### src/ifl_pkg.sv
// ----------------------------------------------------------------------------
// ifl_pkg
// Shared types, constants and the ring_next helper of the index free-list ring.
// ----------------------------------------------------------------------------
package ifl_pkg;

  localparam int DEPTH  = 64;
  localparam int PTR_W  = (DEPTH > 1) ? $clog2(DEPTH) : 1;
  localparam int CNT_W  = $clog2(DEPTH + 1);
  localparam int IDX_W  = 6;
  localparam int FREE_W = 7;
  localparam int REQ_W  = 2;

  localparam logic [REQ_W-1:0] REQ_RELEASE = 2'd0;
  localparam logic [REQ_W-1:0] REQ_ALLOC   = 2'd1;
  localparam logic [REQ_W-1:0] REQ_REINIT  = 2'd2;

  typedef enum logic {
    ST_IDLE,
    ST_READ
  } ifl_state_t;

  typedef struct packed {
    logic             wr_en;
    logic [PTR_W-1:0] wr_addr;
    logic [IDX_W-1:0] wr_data;
    logic             rd_en;
    logic [PTR_W-1:0] rd_addr;
    logic             clear;
  } ifl_mem_req_t;

  function automatic logic [PTR_W-1:0] ring_next(input logic [PTR_W-1:0] p);
    return (p == PTR_W'(DEPTH - 1)) ? '0 : p + 1'b1;
  endfunction

endpackage

### src/ifl_ram.sv
// ----------------------------------------------------------------------------
// ifl_ram
// Generic single-port-write, single-port-read RAM with a registered read.
// ----------------------------------------------------------------------------
module ifl_ram #(
  parameter int WIDTH = 8,
  parameter int DEPTH = 16
) (
  input  logic                                  clk,
  input  logic                                  wr_en,
  input  logic [((DEPTH > 1) ? $clog2(DEPTH) : 1)-1:0] wr_addr,
  input  logic [WIDTH-1:0]                      wr_data,
  input  logic                                  rd_en,
  input  logic [((DEPTH > 1) ? $clog2(DEPTH) : 1)-1:0] rd_addr,
  output logic [WIDTH-1:0]                      rd_data
);

  logic [WIDTH-1:0] mem [DEPTH];

  always_ff @(posedge clk) begin
    if (wr_en) begin
      mem[wr_addr] <= wr_data;
    end
    if (rd_en) begin
      rd_data <= mem[rd_addr];
    end
  end

endmodule

### src/ifl_core.sv
// ----------------------------------------------------------------------------
// ifl_core
// Pointer, flag and count state of the free-list ring, the request sequencer
// and the result register.
// ----------------------------------------------------------------------------
module ifl_core (
  input  logic                        clk,
  input  logic                        rst,
  input  logic                        in_valid,
  output logic                        in_ready,
  input  logic [ifl_pkg::REQ_W-1:0]   req_type,
  input  logic [ifl_pkg::IDX_W-1:0]   released_index,
  output logic                        out_valid,
  input  logic                        out_ready,
  output logic [ifl_pkg::IDX_W-1:0]   granted_index,
  output logic                        was_empty,
  output logic                        overwrote_oldest,
  output logic [ifl_pkg::FREE_W-1:0]  free_count,
  output ifl_pkg::ifl_mem_req_t       mem_req,
  input  logic [ifl_pkg::IDX_W-1:0]   slot_value
);
  import ifl_pkg::*;

  ifl_state_t       state, state_next;
  logic [PTR_W-1:0] head, head_next;
  logic [PTR_W-1:0] tail, tail_next;
  logic             full, full_next;
  logic [CNT_W-1:0] total, total_next;
  logic             out_valid_next;
  logic [IDX_W-1:0] granted, granted_next;
  logic             empty_flag, empty_flag_next;
  logic             ovw_flag, ovw_flag_next;
  logic [CNT_W-1:0] count_out, count_out_next;
  logic             accept;
  logic             ptr_eq;

  assign in_ready = (state == ST_IDLE) && !out_valid;
  assign accept   = in_valid && in_ready;
  assign ptr_eq   = (head == tail);

  always_comb begin
    state_next      = state;
    head_next       = head;
    tail_next       = tail;
    full_next       = full;
    total_next      = total;
    out_valid_next  = out_valid && !out_ready;
    granted_next    = granted;
    empty_flag_next = empty_flag;
    ovw_flag_next   = ovw_flag;
    count_out_next  = count_out;
    mem_req         = '0;
    mem_req.wr_addr = head;
    mem_req.wr_data = released_index;
    mem_req.rd_addr = tail;

    unique case (state)
      ST_IDLE: begin
        if (accept) begin
          granted_next    = '0;
          empty_flag_next = 1'b0;
          ovw_flag_next   = 1'b0;
          count_out_next  = total;
          out_valid_next  = 1'b1;
          unique case (req_type)
            REQ_RELEASE: begin
              mem_req.wr_en = 1'b1;
              if (ptr_eq && full) begin
                tail_next     = ring_next(tail);
                ovw_flag_next = 1'b1;
              end else if (ring_next(head) == tail) begin
                full_next = 1'b1;
              end
              head_next = ring_next(head);
              if (total < CNT_W'(DEPTH)) begin
                total_next = total + 1'b1;
              end
              count_out_next = total_next;
            end
            REQ_ALLOC: begin
              if (ptr_eq && !full) begin
                empty_flag_next = 1'b1;
              end else begin
                if (ptr_eq) begin
                  full_next = 1'b0;
                end
                mem_req.rd_en = 1'b1;
                tail_next     = ring_next(tail);
                if (total != '0) begin
                  total_next = total - 1'b1;
                end
                count_out_next = total_next;
                out_valid_next = 1'b0;
                state_next     = ST_READ;
              end
            end
            REQ_REINIT: begin
              mem_req.clear  = 1'b1;
              head_next      = '0;
              tail_next      = '0;
              full_next      = 1'b1;
              total_next     = CNT_W'(DEPTH);
              count_out_next = CNT_W'(DEPTH);
            end
            default: begin
            end
          endcase
        end
      end
      ST_READ: begin
        granted_next   = slot_value;
        out_valid_next = 1'b1;
        state_next     = ST_IDLE;
      end
      default: begin
        state_next = ST_IDLE;
      end
    endcase
  end

  always_ff @(posedge clk) begin
    if (rst) begin
      state     <= ST_IDLE;
      head      <= '0;
      tail      <= '0;
      full      <= 1'b1;
      total     <= CNT_W'(DEPTH);
      out_valid <= 1'b0;
    end else begin
      state     <= state_next;
      head      <= head_next;
      tail      <= tail_next;
      full      <= full_next;
      total     <= total_next;
      out_valid <= out_valid_next;
    end
    granted    <= granted_next;
    empty_flag <= empty_flag_next;
    ovw_flag   <= ovw_flag_next;
    count_out  <= count_out_next;
  end

  assign granted_index    = granted;
  assign was_empty        = empty_flag;
  assign overwrote_oldest = ovw_flag;
  assign free_count       = FREE_W'(count_out);

endmodule

### src/index_free_list_ring.sv
// ----------------------------------------------------------------------------
// index_free_list_ring
// Free-list allocator that keeps free slot indices in a circular queue.
// Release, reinitialize and unused requests, and an allocate that finds the
// queue empty, give their result in the cycle after the item is accepted; an
// allocate that pops an index first goes through the read state for the
// registered read of the slot RAM. One item is in flight at a time: no new
// item is taken until the result of the last one has been handed over.
// Reset and a reinitialize request clear the per-slot written bits at once,
// so every slot reads back its own index until it is written; no sweep is run.
// ----------------------------------------------------------------------------
module index_free_list_ring (
  input  logic                        clk,
  input  logic                        rst,
  input  logic                        in_valid,
  output logic                        in_ready,
  input  logic [ifl_pkg::REQ_W-1:0]   req_type,
  input  logic [ifl_pkg::IDX_W-1:0]   released_index,
  output logic                        out_valid,
  input  logic                        out_ready,
  output logic [ifl_pkg::IDX_W-1:0]   granted_index,
  output logic                        was_empty,
  output logic                        overwrote_oldest,
  output logic [ifl_pkg::FREE_W-1:0]  free_count
);
  import ifl_pkg::*;

  ifl_mem_req_t     mem_req;
  logic [IDX_W-1:0] mem_data;
  logic [IDX_W-1:0] slot_value;
  logic [DEPTH-1:0] slot_written;
  logic             rd_written;
  logic [PTR_W-1:0] rd_addr;

  ifl_core u_core (
    .clk              (clk),
    .rst              (rst),
    .in_valid         (in_valid),
    .in_ready         (in_ready),
    .req_type         (req_type),
    .released_index   (released_index),
    .out_valid        (out_valid),
    .out_ready        (out_ready),
    .granted_index    (granted_index),
    .was_empty        (was_empty),
    .overwrote_oldest (overwrote_oldest),
    .free_count       (free_count),
    .mem_req          (mem_req),
    .slot_value       (slot_value)
  );

  ifl_ram #(
    .WIDTH (IDX_W),
    .DEPTH (DEPTH)
  ) u_slots (
    .clk     (clk),
    .wr_en   (mem_req.wr_en),
    .wr_addr (mem_req.wr_addr),
    .wr_data (mem_req.wr_data),
    .rd_en   (mem_req.rd_en),
    .rd_addr (mem_req.rd_addr),
    .rd_data (mem_data)
  );

  always_ff @(posedge clk) begin
    if (rst || mem_req.clear) begin
      slot_written <= '0;
    end else if (mem_req.wr_en) begin
      slot_written[mem_req.wr_addr] <= 1'b1;
    end
    if (mem_req.rd_en) begin
      rd_written <= slot_written[mem_req.rd_addr];
      rd_addr    <= mem_req.rd_addr;
    end
  end

  assign slot_value = rd_written ? mem_data : IDX_W'(rd_addr);

  a_ready_excl: assert property (@(posedge clk) disable iff (rst)
    !(in_ready && out_valid))
    else $error("input ready while a result is pending");

  a_mem_excl: assert property (@(posedge clk) disable iff (rst)
    !(mem_req.wr_en && (mem_req.clear || mem_req.rd_en)))
    else $error("slot RAM write overlaps a read or clear");

  a_empty_result: assert property (@(posedge clk) disable iff (rst)
    (out_valid && was_empty) |-> (granted_index == '0 && free_count == '0))
    else $error("empty result carries an index or a count");

  a_overwrite_full: assert property (@(posedge clk) disable iff (rst)
    (out_valid && overwrote_oldest) |-> (free_count == FREE_W'(DEPTH) && !was_empty))
    else $error("overwrite reported on a queue that was not full");

endmodule
### config.mk
export PLATFORM = sky130hd
export DESIGN_NAME = index_free_list_ring
export DESIGN_NICKNAME = d
export VERILOG_FILES = /design/src/ifl_pkg.sv /design/src/ifl_ram.sv /design/src/ifl_core.sv /design/src/index_free_list_ring.sv
export SDC_FILE = /design/constraint.sdc
export NUM_CORES = 1
export LEC_CHECK = 0
export BUFFER_PORTS_ARGS = -buffer_cell sky130_fd_sc_hd__buf_2
export CAP_MARGIN = 20
export CORE_ASPECT_RATIO = 1.2
export CORE_MARGIN = 8
export CORE_UTILIZATION = 60
export CTS_CLUSTER_SIZE = 8
export DETAILED_ROUTE_END_ITERATION = 8
export MAX_ROUTING_LAYER = met4
export PLACE_DENSITY = 0.87
export SLEW_MARGIN = 20
export SYNTH_ARGS = -nofsm -noshare
export SYNTH_HDL_FRONTEND = slang
export SYNTH_SLANG_ARGS = --single-unit
### constraint.sdc
create_clock -name clk -period 3.55 [get_ports clk]
set_clock_uncertainty 0.15 [all_clocks]
set_input_delay 0.1775 -clock clk [delete_from_list [all_inputs] [get_ports clk]]
set_output_delay 0.1775 -clock clk [all_outputs]
set_load 0.1 [all_outputs]
======== Word level (Yosys, flattened, before mapping) ========
Memory sizes are Yosys's and may differ from the RTL's. A register that Yosys moved wholly into a read port is not among the register bits.
Cells that the tools add are included.
storage, ports and cells
  register bits ........................... 108
  latch bits .............................. 0
  memory bits (writable) .................. 384
  bits in read-only memories .............. 0
  input bits .............................. 12
  output and inout bits ................... 17
  word-level logic and storage cells ...... 94
  memories ................................ 1
cells by class
  add/sub/neg operators ................... 4
  $mul .................................... 0
  divide/modulo/power cells ............... 0
  $lt $le $gt $ge ......................... 4
  eq/ne operators ......................... 12
  shift operators ......................... 0
  mux-type cells .......................... 40
  bitwise operators ....................... 2
  reduce and logical (&&, ||, !) cells .... 18
memories
  name         words  bits a word  rd ports  clocked after Yosys merged registers in  wr ports  line           text
  u_slots.mem  64     6            1         1                                        1         ifl_ram.sv:18  logic [WIDTH-1:0] mem [DEPTH];
operators by type and width
  cell                 number
  $or 64x64->64        1
  $mux 6               6
  $pmux 6 s2           2
  $mux 1               22
  $mux 7               3
  $pmux 7 s3           1
  $pmux 6 s3           1
  $lt 6x7->1 const B   2
  $add 6x1->6 const B  2
  $eq 6x6->1           2
  $eq 6x6->1 const B   2
  $ne 2x1->1 const B   4
  $add 7x1->7 const B  1
  $lt 7x7->1 const B   1
  $reduce_and 7->1     1
  $reduce_bool 7->1    1
  $sub 7x1->7 const B  1
  $bmux 1 s6           1
  $demux 1 s6          1
  $ge 6x1->1 const B   1
  $logic_and 1x1->1    6
  $reduce_and 5->1     1
  $ne 2x2->1 const B   2
  $pmux 1 s2           2
  other kinds (11)     13

======== Depth between registers and ports, before layout ========
  depth in word-level cells ............... 7
  gate-level depth with buffers ........... 10

======== Cells and area by module ========
Synthesis repeated with hierarchy kept, for this count alone.
unflattened totals
  cells, all modules ...................... 1302
  area, all modules ....................... 20678.6 um2
modules (own cells, without submodules)
  module                instances  cells each  area each (um2)  seq. area each (um2)
  ifl_ram               1          720         15285.9          11711.2
  index_free_list_ring  1          301         3000.4           1491.4
  ifl_core              1          281         2392.3           890.9

======== Least setup slack after synthesis ========
OpenSTA, ideal clock, no wires.
  path kind ............................... register to register
  start point ............................. register u_core.out_valid
  end point ............................... memory u_slots.mem[37][0] (netlist name) (enable)
  setup time .............................. 0.358 ns
  data arrival time ....................... 2.410 ns
  data required time ...................... 3.042 ns
  slack ................................... 0.632 ns
  stages on the path, launching flop included .. 9
  buffers on the path ..................... 2
  period minus slack after synthesis ...... 2.918 ns
  path through ............................ dfxtp_1 or3b_1 buf_2 inv_1 nand2b_1 clkbuf_1 nor2_1 nand3_1 nor2_1
on the way
  cells in the longest elaborated chain, start to end .. 7
ends and longest elaborated chain
  item                          line             text
  from (decl)                   ifl_core.sv:13   output logic out_valid,
  from (signal assigned)        ifl_core.sv:135  out_valid <= out_valid_next;
  $logic_not 1->1               ifl_core.sv:37   assign in_ready = (state == ST_IDLE) && !out_valid;
  $logic_and 1x1->1             ifl_core.sv:37
  $logic_and 1x1->1             ifl_core.sv:38   assign accept = in_valid && in_ready;
  $mux 1                        ifl_core.sv:59   if (accept) begin
  $mux 1                        ifl_core.sv:57   unique case (state)
  $mux 1                        ifl_ram.sv:21    if (wr_en) begin
  $mux 1 (not written as such)  ifl_ram.sv:22    mem[wr_addr] <= wr_data;
  to (decl)                     ifl_ram.sv:18
Every way passes these cells.

======== Worst setup path after layout ========
  start point ............................. register u_core.state
  end point ............................... memory u_slots.mem[21][1] (netlist name) (enable)
on the way
  cells in the longest elaborated chain, start to end .. 7
ends and longest elaborated chain
  item                              line             text
  from (decl)                       ifl_core.sv:24   ifl_state_t state, state_next;
  from (signal assigned)            ifl_core.sv:130  state <= state_next;
  $not 1->1 (no line)               n/a
  $logic_and 1x1->1                 ifl_core.sv:37
  $logic_and 1x1->1                 ifl_core.sv:38
  $mux 1                            ifl_core.sv:59
  $mux 1 (*)                        ifl_core.sv:57
  $mux 1 (*)                        ifl_ram.sv:21
  $mux 1 (not written as such) (*)  ifl_ram.sv:22
Mark *: on every way between the ends. The rest lies on a longest branch, timed or not.

==> metrics <==
status=completed; Peak Freq=0.319 GHz; Final Max Slew Viols=0; total power=0.0135 W; port buffer count=28; Yosys cell types=63; Largest stage delay, worst path=640 ps; top cell type's share of synthesized area=0.623; CP Cell Sequence=or3b_1 > or3_1 > nor2_1 > nand3_1 > nor2_1; Nets=1,250; top cells by count, synth=412 x edfxtp_1, 112 x mux4_2, 101 x nor2_1; mapped cell area=19,800 sq um; Yosys reg bits=498; H-tree levels=3; largest net degree at the start of global routing=49; Main synth FF type=edfxtp_1; Worst path slowest cell=nor2_1; leading area contributor after synthesis=edfxtp_1; clk slew on worst S/H paths=50 ps; gpl congestion=0.875; hold buffers post-CTS=4; WL final=48,100 um; final critical-path setup slack=414 ps; Ports=29; clock sink count=498; Layout area overhead=14.6%; share of post-route cells with drive strength above 1=0.219; pwr/cell area=595 nW/um^2; sequential fraction of the synthesis area=0.710; DP HPWL=27,900 um; Syn Area/Cell=17.1 sq um; crit path time final=3140 ps; Buf/Inv on CP=0; Total GRT Usage=0.253; CTS resizes=0; antenna diode count=0; syn nets=1,175; count leader, synth=edfxtp_1; vias in the first global route=11,900; Mapped Cells=1,158; CP Launch Type=flop; first-pass GRT wire length=72,700 um; FFs w/ async S/R, synth=0; EDFF count, synth=412; Die X=182 um; drt wl/cell=28.3 um; Worst Tran Pin Value=1070 ps; drt drc=0; CP required=3610 ps; critical path's top delay family=simple AND/OR/NAND/NOR gates; GRT Residual Overflow=0; via count=11,700; CP Class=reg2reg; die area=39,200 sq um; die height=215 um; CTS Buffer Depth=3; ANT nets after route=0; drt initial violations=1,489; pre-CTS setup slack=593 ps; Hold Crit Class=in2reg; P_leak=7.32 nW; CP dominant cell by count=nor2_1; Clock Latency Late Sink=580 ps; max cap viols=0; largest cells by area after synthesis=edfxtp_1 62%, mux4_2 13%, dfxtp_1 8.7%; Crit Path Max Fanout=10; Area after DPL=20,600 sq um; setup repair bufs after CTS=0; relative slew slack=0.289; peak supply drop=0.361 mV; yosys warns=0; vias per inst=6.85; initial antenna violation count=0; total negative slack=0 ps; row cnt=73; crit path DAT=3200 ps; DRT Pass-1 Iters=7; Period Utilization, post-route=0.883; TritonCTS Buffers=72; Root Buffer=clkbuf_16; crit end category=flop; Hold Fails Final Rpt=0; final setup fails=0; starting density of the core=0.604; core area=32,900 sq um; Final Cell Area=22,700 sq um; RSZ-0062 raised after global routing=false; CTS tree=yes
## cells in the final DEF, fill, tap and decap left out, types with 18 or more instances in the layout
master and n:
clkbuf_16 74, mux4_2 112, edfxtp_1 412, clkbuf_1 50, buf_2 28, a22oi_1 28
buf_4 41, dfxtp_1 84, nor2_1 99, a21oi_1 18, o21a_1 67, nand2_1 39
o21ai_0 27
## cells by family (layout without fill, tap and decap cells)
kind of cell,Yosys count,in the layout,synth area share
adders and majority gates,5,5,0.00315
DFF,498,498,0.710
and+or+nand+nor,228,228,0.0545
AOI/OAI and AO/OA,210,210,0.0774
xor gates and xnor gates,12,12,0.00530
muxes,121,121,0.132
buffers and inverters,84,215,0.0177
## layer usage
metal  share of wire  global-route usage  vias up
met5               0                   -        -
met4           0.050               0.123        0
met3            0.11              0.0559      180
met2            0.49               0.402      895
met1            0.35               0.307     5775
li1                -                   -     4802
## through the flow
step	hold WS [ps]	cells	utilization
finish	25.4	1701	0.692
global route	29.2	1701	0.692
CTS	3.90	1701	0.692
detailed placement	301	1567	0.626
global placement	291	1567	0.626
floorplan	126	1158	-
## final timing paths
path | start | end | slack, ps | depth (start not counted)
hold / removal | in_valid | u_core.state | 30 | 4
setup / recovery | u_core.state | u_slots.mem[21][1] | 410 | 5
hold reg to reg | slot_written[59] | slot_written[59] | 310 | 1
setup reg to reg | u_core.state | u_slots.mem[21][1] | 410 | 5
## power by group
group	switching (W)	internal (W)
Combinational	0.000498	0.000272
Sequential	0.0000401	0.00637
Clock	0.00246	0.00390
Total	0.00300	0.0105
## flip-flops by register name, indices dropped and copies added, names as in the netlist, 6 cells and up
signal	flops
u_slots.mem	384
slot_written	64
u_core.free_count	7
u_core.total	7
rd_addr	6
u_core.granted_index	6
u_core.head	6
u_core.tail	6
u_slots.rd_data	6
## area by class of cell
type	instances	area, sq um
well taps	412	515
clock inverters	6	86.3
repair buffers	76	548
fillers	1838	10100
flip-flops and latches	498	14100
inverters	9	33.8
clock buffers	124	2040
multi-input cells	576	5420
## tightest hold or removal path: cells and delay by family
kind,cells,cell delay [ps]
buf+inv,2,290
simple gates,2,230
No activity file was read; power rests on OpenSTA's default activity.
